### config.mk
export PLATFORM = sky130hd
export DESIGN_NAME = satbs_queue
export DESIGN_NICKNAME = d
export VERILOG_FILES = /design/src/sv/satbs_pkg.sv /design/src/sv/satbs_queue.sv
export SDC_FILE = /design/constraint.sdc
export NUM_CORES = 1
export LEC_CHECK = 0
export BUFFER_PORTS_ARGS = -buffer_cell sky130_fd_sc_hd__buf_2
export CAP_MARGIN = 5
export CORE_ASPECT_RATIO = 2
export CORE_MARGIN = 10
export CORE_UTILIZATION = 57
export CTS_CLUSTER_DIAMETER = 40
export DETAILED_ROUTE_END_ITERATION = 7
export PLACE_DENSITY = 0.86
export RECOVER_POWER = 50
export REMOVE_ABC_BUFFERS = 1
export SETUP_SLACK_MARGIN = 0.3
export SLEW_MARGIN = 10
export SYNTH_ARGS = -nofsm -noshare
export SYNTH_HDL_FRONTEND = slang
export SYNTH_SLANG_ARGS = --single-unit
### constraint.sdc
create_clock -name clk -period 2.74 [get_ports clk]
set_clock_uncertainty 0.1 [all_clocks]
set_input_delay 0.548 -clock clk [delete_from_list [all_inputs] [get_ports clk]]
set_output_delay 0.548 -clock clk [all_outputs]
set_load 0.05 [all_outputs]
### src/sv/satbs_pkg.sv
// ----------------------------------------------------------------------------
// satbs_pkg
// Types and constants shared by the satellite batch sender modules.
// ----------------------------------------------------------------------------
package satbs_pkg;

  localparam logic OP_LOAD = 1'b0;
  localparam logic OP_TICK = 1'b1;

  localparam logic [7:0]  COUNT_MAX     = 8'd127;
  localparam logic [6:0]  ID_MAX        = 7'd127;
  localparam logic [15:0] WAIT_MAX      = 16'hFFFF;
  localparam logic [15:0] TIMEOUT_RESET = 16'd240;

  localparam int PADDR_W     = 3;
  localparam int QUEUE_DEPTH = 4;

  // Register index as decoded from paddr[2].
  localparam logic REG_TIMEOUT = 1'b0;

  typedef enum logic [1:0] {
    KIND_HEADER  = 2'd0,
    KIND_ENTRY   = 2'd1,
    KIND_COUNTER = 2'd2
  } kind_t;

  typedef enum logic {
    ACT_FRAME = 1'b0,
    ACT_CLEAR = 1'b1
  } act_t;

  typedef enum logic [2:0] {
    BS_IDLE,
    BS_CTR,
    BS_HDR,
    BS_ENT,
    BS_CLEAR
  } bstate_t;

  typedef struct packed {
    logic        operation;
    logic [7:0]  entry_index;
    logic [7:0]  sat_id;
    logic [15:0] azimuth;
    logic [7:0]  elevation;
    logic [7:0]  carrier_noise;
    logic        list_ready;
    logic [7:0]  list_count;
    logic [7:0]  done_count;
  } in_item_t;

  typedef struct packed {
    kind_t       kind;
    logic [7:0]  count_out;
    logic [7:0]  group_code;
    logic [4:0]  slot;
    logic [6:0]  id_out;
    logic [15:0] azimuth_out;
    logic [7:0]  elevation_out;
    logic [7:0]  noise_out;
    logic [7:0]  counter_value;
    logic        last;
  } out_item_t;

  typedef struct packed {
    logic [6:0]  id;
    logic [15:0] az;
    logic [7:0]  el;
    logic [7:0]  cn;
  } sat_entry_t;

  typedef struct packed {
    logic       en;
    logic [7:0] addr;
    sat_entry_t data;
  } store_wr_t;

  // One command per tick that produces words: an optional counter write,
  // followed by either a frame or the final counter clear.
  typedef struct packed {
    logic       ctr_en;
    logic [7:0] ctr_val;
    act_t       act;
    logic [7:0] hdr_count;
    logic [7:0] hdr_group;
    logic [7:0] base;
    logic [5:0] n_entries;
  } cmd_t;

  typedef struct packed {
    logic busy;
  } back_status_t;

endpackage

### src/sv/satbs_queue.sv
// ----------------------------------------------------------------------------
// satbs_queue
// Short command queue between the front and the back.
// ----------------------------------------------------------------------------
module satbs_queue
  import satbs_pkg::*;
#(
  parameter int DEPTH = 4
) (
  input  logic clk,
  input  logic rst_n,
  input  logic push,
  input  cmd_t push_data,
  input  logic pop,
  output cmd_t head,
  output logic full,
  output logic empty
);

  localparam int PW = (DEPTH > 1) ? $clog2(DEPTH) : 1;
  localparam int CW = $clog2(DEPTH + 1);

  cmd_t          slots_r [DEPTH];
  logic [PW-1:0] wr_ptr_r, wr_ptr_nxt;
  logic [PW-1:0] rd_ptr_r, rd_ptr_nxt;
  logic [CW-1:0] cnt_r, cnt_nxt;

  assign full  = (cnt_r == CW'(DEPTH));
  assign empty = (cnt_r == '0);
  assign head  = slots_r[rd_ptr_r];

  always_comb begin
    wr_ptr_nxt = wr_ptr_r;
    rd_ptr_nxt = rd_ptr_r;
    cnt_nxt    = cnt_r;
    if (push) begin
      wr_ptr_nxt = (wr_ptr_r == PW'(DEPTH - 1)) ? '0 : wr_ptr_r + PW'(1);
    end
    if (pop) begin
      rd_ptr_nxt = (rd_ptr_r == PW'(DEPTH - 1)) ? '0 : rd_ptr_r + PW'(1);
    end
    if (push && !pop) begin
      cnt_nxt = cnt_r + CW'(1);
    end else if (pop && !push) begin
      cnt_nxt = cnt_r - CW'(1);
    end
  end

  always_ff @(posedge clk) begin
    if (!rst_n) begin
      wr_ptr_r <= '0;
      rd_ptr_r <= '0;
      cnt_r    <= '0;
    end else begin
      wr_ptr_r <= wr_ptr_nxt;
      rd_ptr_r <= rd_ptr_nxt;
      cnt_r    <= cnt_nxt;
    end
  end

  always_ff @(posedge clk) begin
    if (push) begin
      slots_r[wr_ptr_r] <= push_data;
    end
  end

  a_no_overflow: assert property (@(posedge clk) disable iff (!rst_n)
    push |-> (!full || pop))
    else $error("command queue written while full");

  a_no_underflow: assert property (@(posedge clk) disable iff (!rst_n)
    pop |-> !empty)
    else $error("command queue read while empty");

endmodule

==> impl_metrics.py <==
metrics = {
    "run_status": {
        "outcome": "complete, no violations",
    },
    "timing": {
        "tightest_slew_ns": 0.9715,
        "rsz0062_at_grt": "true",
        "fmax_mhz": 404.2,
        "hold_viol": 0,
        "slew_headroom_pct": 35.20,
        "post-route-min-period_ns": 2.474,
        "worst_slack_ns": 0.2658,
        "finalCritPeriodShare_pct": 90.30,
        "slew_violations": 0,
        "finalSetupViolations": 0,
        "whs_ns": 0.2899,
    },
    "cells_and_area": {
        "area_delta_synth_final_pct": 20.04,
        "n_antenna_cell": 0,
        "layout-drive-gt1-share_pct": 34.68,
        "design_area_mm2": 0.007532,
        "stdcell_count": 512,
        "nNetsFinal": 410,
        "layout_common_cells": "edfxtp_1 (160), clkbuf_1 (41), mux4_2 (40)",
        "final_util_pct": 69.24,
        "final_common_cell": "edfxtp_1",
    },
    "synth": {
        "synthCells": 253,
        "ys_warn_count": 0,
        "synth_top_area_share_pct": 76.57,
        "ys_seq_area_share_pct": 79.44,
        "syn_avg_cell_area_um2": 24.80,
        "synthTopCellsByArea": "edfxtp_1 (77%), mux4_2 (14%), dfxtp_1 (2.9%)",
        "synth_top_area_cell": "edfxtp_1",
        "synth_seq_cells": 169,
        "synth_cell_types": 21,
        "syn_area_mm2": 0.006275,
    },
    "worst_setup_path": {
        "worstSetupStartpointType": "register",
        "crit_arrival_ns": 1.83,
        "reg2reg_from": "wr_ptr_r[0]",
        "cp_max_fo": 13,
        "r2r_setup_slack_ns": 0.57,
        "critPathKind": "register to primary output",
        "cp-end-kind": "primary output",
        "rr_worst_depth": 4,
        "r2r_end": "slots_r[2][34]",
        "crit_path_end": "head[6]",
        "cp.required_ns": 2.09,
    },
    "cts": {
        "max-clock-path-buffers": 2,
        "post_cts_buffers": 0,
        "clkLatencyLatePin_ns": 0.41,
        "cts_tree": "built",
        "clock-root-buffer": "clkbuf_16",
        "cts_buffers": 17,
        "cts.sinks": 169,
        "clk_pin_slew_worst_paths_ns": 0.06,
        "htree_levels": 4,
    },
    "die": {
        "start_util_pct": 57.68,
        "io_pins": 86,
        "core.rowCount": 54,
        "die_area_mm2": 0.01586,
        "die_x_um": 94.19,
        "die_y_um": 168.4,
        "core-area_mm2": 0.01088,
    },
    "power_and_ir_drop": {
        "p_per_area_mw_per_mm2": 796.4,
        "p_leak_uw": 0.002505,
        "max-vdd-ir-drop_uv": 514.7,
    },
    "route": {
        "ant_nets": 0,
        "viasPerCell": 5.699,
        "route.vias.total": 2918,
        "drt-total-wl_um": 12700,
        "drc": 0,
        "first_iter_violations": 210,
        "post_drt_wl_per_cell_um": 24.79,
        "firstDrtPassIters": 4,
    },
    "worst_hold_path": {
        "hp-class": "primary input to register",
    },
    "placed_design": {
        "place_area_mm2": 0.006937,
        "pre_cts_ws_ns": 0.5618,
        "gp_congestion": 0.7129,
        "numPortBuffers": 85,
        "numPlacedInstances": 479,
        "hpwl_um": 7774,
    },
    "job": {
        "maxCapViolCount": 0,
    },
    "global_routing": {
        "globalRouteTotalUtil_pct": 16.98,
        "antenna_found_initial": 0,
        "gr-total-overflow": 0,
        "grt_pass1_vias": 3120,
        "grt_max_degree": 26,
        "grt_pass1_wl_um": 19380,
    },
}
[worst max-delay path, stage by stage (launching register included)]
cell	delay, ns
dfxtp_4	0.43
buf_16	0.19
mux4_2	0.56
buf_4	0.22
[worst min path at each step]
stage                              from              to  slack (ns)  depth (start not counted)
after floorplan                cnt_r[2]        cnt_r[2]        0.37                          2
after global placement         cnt_r[2]        cnt_r[2]        0.39                          2
after detailed placement       cnt_r[2]        cnt_r[2]        0.42                          2
after CTS                 push_data[23]  slots_r[2][23]        0.23                          1
after global routing      push_data[22]  slots_r[2][22]        0.28                          1
final                     push_data[11]  slots_r[3][11]        0.29                          1
[state kept, by name, summed over array words and instances, names as in the netlist, named ones only]
name      flops
rd_ptr_r      2
slots_r     160
cnt_r         3
wr_ptr_r      2
[power breakdown]
group	total, uW	internal, uW	switching, uW
sequential	3010	2960	55.1
clock	2180	1250	929
combinational	810	275	535
total	6000	4480	1520
[through the flow]
stage	total power (uW)	TNS [ns]
2_1_floorplan	3596	-19.57
3_3_place_gp	3813	0
3_5_place_dp	3842	0
4_1_cts	6054	0
5_1_grt	6198	0
6_report	5999	0
[layer usage]
| metal | up-vias | routed length (um) | track usage [%] |
|---|---|---|---|
| li1 | 1275 | - | - |
| met1 | 1507 | 4566 | 19.20 |
| met4 | 0 | 328 | 7.176 |
| met2 | 115 | 7111 | 28.12 |
| met5 | - | 0 | 0 |
| met3 | 21 | 689 | 5.924 |
[layout make-up]
cell class	count	area [um^2]
multi-input cells	71	1166
flip-flops and latches	169	4992
repair buffers	96	631.9
inverters	4	15.01
well taps	140	175.2
clock inverters	15	126.4
fillers	684	3346
clock buffers	17	425.4
[cell usage after synthesis]
master / number
nor3b_1: 1
mux4_2: 40
nor2_1: 1
buf_2: 4
edfxtp_1: 160
or3_1: 1
o21ai_0: 1
ha_1: 6
o21a_1: 1
fa_1: 1
mux2i_1: 4
buf_12: 4
a21boi_0: 1
xor2_1: 1
inv_1: 4
nor2b_1: 5
xnor2_1: 1
nor3_1: 2
dfxtp_1: 9
and2_1: 5
buf_6: 1
[repair_timing]
action,4_1_cts,5_1_grt
gates cloned,1,0
setup endpoints to repair,28,40
hold buffers,0,0
gates resized for setup,27,0
[cell families after synthesis]
| kind of cell | synth area share [%] |
|---|---|
| adders and majority gates | 1.515 |
| muxes | 14.99 |
| AOI/OAI and AO/OA | 0.3191 |
| DFF | 79.44 |
| and+or+nand+nor | 1.436 |
| xor gates and xnor gates | 0.2792 |
| buffers and inverters | 2.014 |
No activity file was read; power rests on OpenSTA's default activity.
