===== src/sv/satbs_pkg.sv =====
// ----------------------------------------------------------------------------
// satbs_pkg
// Types and constants shared by the satellite batch sender modules.
// ----------------------------------------------------------------------------
package satbs_pkg;

  localparam logic OP_LOAD = 1'b0;
  localparam logic OP_TICK = 1'b1;

  localparam logic [7:0]  COUNT_MAX     = 8'd127;
  localparam logic [6:0]  ID_MAX        = 7'd127;
  localparam logic [15:0] WAIT_MAX      = 16'hFFFF;
  localparam logic [15:0] TIMEOUT_RESET = 16'd240;

  localparam int PADDR_W     = 3;
  localparam int QUEUE_DEPTH = 4;

  // Register index as decoded from paddr[2].
  localparam logic REG_TIMEOUT = 1'b0;

  typedef enum logic [1:0] {
    KIND_HEADER  = 2'd0,
    KIND_ENTRY   = 2'd1,
    KIND_COUNTER = 2'd2
  } kind_t;

  typedef enum logic {
    ACT_FRAME = 1'b0,
    ACT_CLEAR = 1'b1
  } act_t;

  typedef enum logic [2:0] {
    BS_IDLE,
    BS_CTR,
    BS_HDR,
    BS_ENT,
    BS_CLEAR
  } bstate_t;

  typedef struct packed {
    logic        operation;
    logic [7:0]  entry_index;
    logic [7:0]  sat_id;
    logic [15:0] azimuth;
    logic [7:0]  elevation;
    logic [7:0]  carrier_noise;
    logic        list_ready;
    logic [7:0]  list_count;
    logic [7:0]  done_count;
  } in_item_t;

  typedef struct packed {
    kind_t       kind;
    logic [7:0]  count_out;
    logic [7:0]  group_code;
    logic [4:0]  slot;
    logic [6:0]  id_out;
    logic [15:0] azimuth_out;
    logic [7:0]  elevation_out;
    logic [7:0]  noise_out;
    logic [7:0]  counter_value;
    logic        last;
  } out_item_t;

  typedef struct packed {
    logic [6:0]  id;
    logic [15:0] az;
    logic [7:0]  el;
    logic [7:0]  cn;
  } sat_entry_t;

  typedef struct packed {
    logic       en;
    logic [7:0] addr;
    sat_entry_t data;
  } store_wr_t;

  // One command per tick that produces words: an optional counter write,
  // followed by either a frame or the final counter clear.
  typedef struct packed {
    logic       ctr_en;
    logic [7:0] ctr_val;
    act_t       act;
    logic [7:0] hdr_count;
    logic [7:0] hdr_group;
    logic [7:0] base;
    logic [5:0] n_entries;
  } cmd_t;

  typedef struct packed {
    logic busy;
  } back_status_t;

endpackage


===== src/sv/satbs_front.sv =====
// ----------------------------------------------------------------------------
// satbs_front
// Accepts input words, writes store entries, tracks the transfer state and
// queues one command for every tick that produces output words.
// ----------------------------------------------------------------------------
module satbs_front
  import satbs_pkg::*;
#(
  parameter int MAX_SATS      = 128,
  parameter int FRAME_ENTRIES = 20
) (
  input  logic         clk,
  input  logic         rst_n,
  input  logic         in_valid,
  input  in_item_t     in_data,
  output logic         in_stall,
  input  logic [15:0]  timeout_ticks,
  input  logic         q_full,
  input  logic         q_empty,
  input  back_status_t back_sts,
  output logic         q_push,
  output cmd_t         q_cmd,
  output store_wr_t    store_wr
);

  // Reciprocal for the frame count; exact for dividends below 512.
  localparam int RECIP = (65536 + FRAME_ENTRIES - 1) / FRAME_ENTRIES;

  logic       sending_r, sending_nxt;
  logic [7:0] frame_total_r, frame_total_nxt;
  logic [7:0] frames_ready_r, frames_ready_nxt;
  logic [7:0] seen_r, seen_nxt;
  logic [15:0] wait_r, wait_nxt;
  logic [7:0] stored_r, stored_nxt;
  logic [8:0] next_base_r, next_base_nxt;

  logic        accept;
  logic [8:0]  ceil_num;
  logic [25:0] tot_prod;
  logic [7:0]  tot_q;
  logic [7:0]  tot_new;
  logic [15:0] wait_inc;

  logic [7:0] fr_num;
  logic [7:0] fr_num_p1;
  logic [8:0] fr_base;
  logic [7:0] fr_count;
  logic [7:0] fr_total;
  logic [8:0] fr_lim;
  logic [8:0] fr_avail;
  logic [5:0] fr_n;

  logic advance;

  assign in_stall = q_full ||
                    ((in_data.operation == OP_LOAD) && (!q_empty || back_sts.busy));
  assign accept   = in_valid && !in_stall;

  assign ceil_num = 9'(in_data.list_count) + 9'(FRAME_ENTRIES - 1);
  assign tot_prod = 26'(ceil_num) * 26'(RECIP);
  assign tot_q    = tot_prod[23:16];
  assign tot_new  = (tot_q == 8'd0) ? 8'd1 : tot_q;
  assign wait_inc = (wait_r != WAIT_MAX) ? wait_r + 16'd1 : wait_r;

  // Frame description: a new list starts at frame zero, otherwise the next
  // frame of the running transfer.
  always_comb begin
    if (sending_r) begin
      fr_num   = frames_ready_r;
      fr_base  = next_base_r;
      fr_count = stored_r;
      fr_total = frame_total_r;
    end else begin
      fr_num   = 8'd0;
      fr_base  = 9'd0;
      fr_count = in_data.list_count;
      fr_total = tot_new;
    end
    fr_num_p1 = fr_num + 8'd1;
    fr_lim    = (9'(fr_count) > 9'(MAX_SATS)) ? 9'(MAX_SATS) : 9'(fr_count);
    fr_avail  = (fr_lim > fr_base) ? fr_lim - fr_base : 9'd0;
    fr_n      = (fr_avail > 9'(FRAME_ENTRIES)) ? 6'(FRAME_ENTRIES) : fr_avail[5:0];
  end

  always_comb begin
    sending_nxt      = sending_r;
    frame_total_nxt  = frame_total_r;
    frames_ready_nxt = frames_ready_r;
    seen_nxt         = seen_r;
    wait_nxt         = wait_r;
    stored_nxt       = stored_r;
    next_base_nxt    = next_base_r;
    advance          = 1'b0;
    q_push           = 1'b0;
    store_wr         = '0;

    q_cmd           = '0;
    q_cmd.act       = ACT_FRAME;
    q_cmd.hdr_count = (fr_count > COUNT_MAX) ? COUNT_MAX : fr_count;
    q_cmd.hdr_group = {fr_total[3:0], fr_num_p1[3:0]};
    q_cmd.base      = fr_base[7:0];
    q_cmd.n_entries = fr_n;

    if (accept) begin
      if (in_data.operation == OP_LOAD) begin
        if (!sending_r && (9'(in_data.entry_index) < 9'(MAX_SATS))) begin
          store_wr.en      = 1'b1;
          store_wr.addr    = in_data.entry_index;
          store_wr.data.id = (in_data.sat_id > 8'(ID_MAX)) ? ID_MAX : in_data.sat_id[6:0];
          store_wr.data.az = in_data.azimuth;
          store_wr.data.el = in_data.elevation;
          store_wr.data.cn = in_data.carrier_noise;
        end
      end else if (!sending_r) begin
        if (in_data.list_ready) begin
          stored_nxt       = in_data.list_count;
          frame_total_nxt  = tot_new;
          seen_nxt         = in_data.done_count;
          frames_ready_nxt = 8'd1;
          next_base_nxt    = 9'(FRAME_ENTRIES);
          sending_nxt      = 1'b1;
          q_push           = 1'b1;
        end
      end else begin
        if (in_data.done_count != seen_r) begin
          wait_nxt = 16'd0;
          seen_nxt = in_data.done_count;
          advance  = 1'b1;
        end else if (wait_inc >= timeout_ticks) begin
          // Timeout: push the counter forward ourselves.
          wait_nxt       = 16'd0;
          seen_nxt       = seen_r + 8'd1;
          q_cmd.ctr_en   = 1'b1;
          q_cmd.ctr_val  = seen_r + 8'd1;
          advance        = 1'b1;
        end else begin
          wait_nxt = wait_inc;
        end

        if (advance) begin
          q_push = 1'b1;
          if (frames_ready_r < frame_total_r) begin
            frames_ready_nxt = frames_ready_r + 8'd1;
            next_base_nxt    = next_base_r + 9'(FRAME_ENTRIES);
          end else begin
            q_cmd.act   = ACT_CLEAR;
            sending_nxt = 1'b0;
          end
        end
      end
    end
  end

  always_ff @(posedge clk) begin
    if (!rst_n) begin
      sending_r      <= 1'b0;
      frame_total_r  <= 8'd0;
      frames_ready_r <= 8'd0;
      seen_r         <= 8'd0;
      wait_r         <= 16'd0;
      stored_r       <= 8'd0;
      next_base_r    <= 9'd0;
    end else begin
      sending_r      <= sending_nxt;
      frame_total_r  <= frame_total_nxt;
      frames_ready_r <= frames_ready_nxt;
      seen_r         <= seen_nxt;
      wait_r         <= wait_nxt;
      stored_r       <= stored_nxt;
      next_base_r    <= next_base_nxt;
    end
  end

  a_frames_bounded: assert property (@(posedge clk) disable iff (!rst_n)
    sending_r |-> (frames_ready_r <= frame_total_r))
    else $error("frame counter ran past the frame total");

endmodule


===== config.mk =====
export PLATFORM = sky130hd
export DESIGN_NAME = satbs_front
export DESIGN_NICKNAME = d
export VERILOG_FILES = /design/src/sv/satbs_pkg.sv /design/src/sv/satbs_front.sv
export SDC_FILE = /design/constraint.sdc
export NUM_CORES = 1
export LEC_CHECK = 0
export BUFFER_PORTS_ARGS = -buffer_cell sky130_fd_sc_hd__buf_2
export CAP_MARGIN = 20
export CORE_MARGIN = 2
export CORE_UTILIZATION = 35
export CTS_CLUSTER_DIAMETER = 100
export CTS_CLUSTER_SIZE = 12
export DETAILED_ROUTE_END_ITERATION = 10
export HOLD_SLACK_MARGIN = 0.1
export PLACE_DENSITY = 0.66
export SYNTH_ARGS = -nofsm -noshare
export SYNTH_HDL_FRONTEND = slang
export SYNTH_SLANG_ARGS = --single-unit
export TNS_END_PERCENT = 50

===== constraint.sdc =====
create_clock -name clk -period 5.5 [get_ports clk]
set_input_delay 0.275 -clock clk [delete_from_list [all_inputs] [get_ports clk]]
set_output_delay 0.275 -clock clk [all_outputs]
set_load 0.005 [all_outputs]

==> run metrics <==
status=finished, final reports clean; RSZ-0062 raised after global routing=true; Std-Cell Rows=49; Syn-to-layout area delta=27.40%; CTS tree=built; Primary FF master, synth=dfxtp_1; H-tree level count=2; Final GP Congestion=0.9010; cell area after layout=8144 um2; Post-Syn Instances=834; worst slew pin tran=903.2 ps; vias in the first global route=6138; antenna cells=0; Worst Path Required=5710 ps; Synth area leaders=dfxtp_1 17%, ha_1 15%, fa_1 6.3%; final setup vio count=0; Core Area=17960 um2; top cells by count, synth=92 x inv_1, 77 x nand2_1, 76 x ha_1, 63 x nor2_1, 53 x dfxtp_1; WL/cell=14.32 um; Mapped Area=6392 um2; crit-path max cell delay=510 ps; CP most frequent cell=buf_4; asr flop ratio synth=0; Sink Count=53; DIE AREA=19360 um2; Synth cell types=71; CTS clk-pin slew, worst paths=80 ps; CP endpoint kind=flip-flop; initial drt markers=357; register area share after synthesis=0.1660; hold slack=298.8 ps; layout cells sized above 1=0.2685; CP max stage cell=fa_1; hold buffer count at CTS=0; Post-DP Area=7672 um2; drt pass-1 iters=5; fin nets=1211; die height=139.1 um; Crit path arrival time=5540 ps; WL final=18.00 mm; power density over cell area=273.3 nW/um2; Ports=178; warnings from Yosys=0; maximum buffer depth of the clock tree=2; Max Cap Violations=0; Synth area leader=dfxtp_1; clock period minus worst slack=5331 ps; vias per cell=5.119; most common cell in the netlist=inv_1; critical path type=in -> reg; root buffer cell=clkbuf_16; Initial Util=0.3559; PortBufs=172; Rel. slew slack=0.3962; Final Hold Viols=0; worst hold path class=in -> reg; largest net degree at the start of global routing=48; worst clock skew=11.55 ps; via count=6435; global-route wire length before repair=29.63 mm; Tcrit/Tclk final=0.9694; Core Util, Final=0.4534; Final TNS setup=0 ps; Yosys reg bits=53; number of flops mapped to enable cells by yosys=0; maximum clock rate=0.1876 GHz; placed wire-length estimate=14.36 mm; drt drc=0; Crit Path Max Fanout=4; post-route ant nets=0; critical path startpoint category=primary input; initial antenna violation count=0; Die W=139.1 um; gr ovfl total=0; Avg Inst Size Synth=7.665 um2; later-pin clock latency in the skew report=300 ps; CTS buffer count=5; worst vdd ir=0.0001446 V; max-slew violation count=0; total track usage=0.1796; top cell type's share of synthesized area=0.1660; Lkg Pwr=0.003964 uW
layer usage:
metal | share of wire | vias up | GRT usage
li1 | - | 3299 | -
met1 | 0.47 | 2978 | 0.2495
met2 | 0.47 | 137 | 0.3002
met3 | 0.039 | 21 | 0.02314
met4 | 0.014 | 0 | 0.03562
met5 | 0 | - | 0
cells by family (layout without fill, tap and decap cells):
group	after synthesis	in the layout	share of synthesized area
fa+ha+maj	96	96	0.2114
mux	17	17	0.02760
flops	53	53	0.1660
buf+inv	132	321	0.08240
xor+xnor	46	46	0.06303
simple gates	302	302	0.2466
other cells	1	6	0.0005866
compound gates	187	187	0.2024
cell usage in the layout (no fill, tap or decap), types with 11 or more instances in the layout:
master      n
buf_2     172
inv_1      90
nand2_1    77
ha_1       67
nor2_1     61
dfxtp_1    53
buf_4      48
a21oi_1    46
and2_1     44
xnor2_1    24
nand3_1    23
o21ai_0    22
fa_1       20
xor2_1     18
o21a_1     14
nor2b_1    13
nor3_1     13
a21o_1     12
mux2i_1    12
nand2b_1   11
o31ai_1    11
a311oi_1   11
worst paths after layout:
| check | to | startpoint | slack [ps] | cells past startpoint |
|---|---|---|---|---|
| worst max-delay path | frame_total_r[0] | in_data[8] | 170 | 27 |
| worst min-delay path | stored_r[4] | in_data[12] | 300 | 3 |
| worst max register to register | frames_ready_r[3] | wait_r[4] | 1010 | 14 |
| worst min register to register | stored_r[4] | stored_r[4] | 480 | 2 |
metrics by stage:
step / std cells / worst slack, ps / total power [uW]
6_report: 1257 / 168.5 / 2226
5_1_grt: 1257 / -30.76 / 2422
4_1_cts: 1254 / 4.902 / 2104
3_5_place_dp: 1239 / -186.2 / 1609
3_3_place_gp: 1239 / -39.89 / 1586
2_1_floorplan: 839 / 97.30 / 1187
final cells by class:
type / count / area (um2)
fillers: 1825 / 9819
multi-input cells: 654 / 5050
repair buffers: 220 / 1221
flip-flops and latches: 53 / 1061
inverters: 93 / 349.1
well taps: 229 / 286.5
clock buffers: 6 / 138.9
clock inverters: 2 / 37.54
critical path, delay by kind of cell:
family	cells	cell delay, ps
xor+xnor	1	130
compound gates	6	1230
simple gates	3	610
fa+ha+maj	6	1960
buf+inv	11	1330
where the power goes:
group,internal [uW],total (uW),switching (uW)
Sequential,390,398,7.99
Clock,228,379,151
Combinational,696,1450,752
sequential cells by signal, summed over array words and instances, names as in the netlist:
name,flops
frame_total_r,5
seen_r,8
next_base_r,7
sending_r,1
wait_r,16
stored_r,8
frames_ready_r,8
repair_timing:
item,4_1_cts,5_1_grt
pin swaps,7,22
gates resized for setup,8,31
setup buffers,7,3
setup endpoints to repair,2,5
Note: power is estimated with default switching activity, not from simulation.
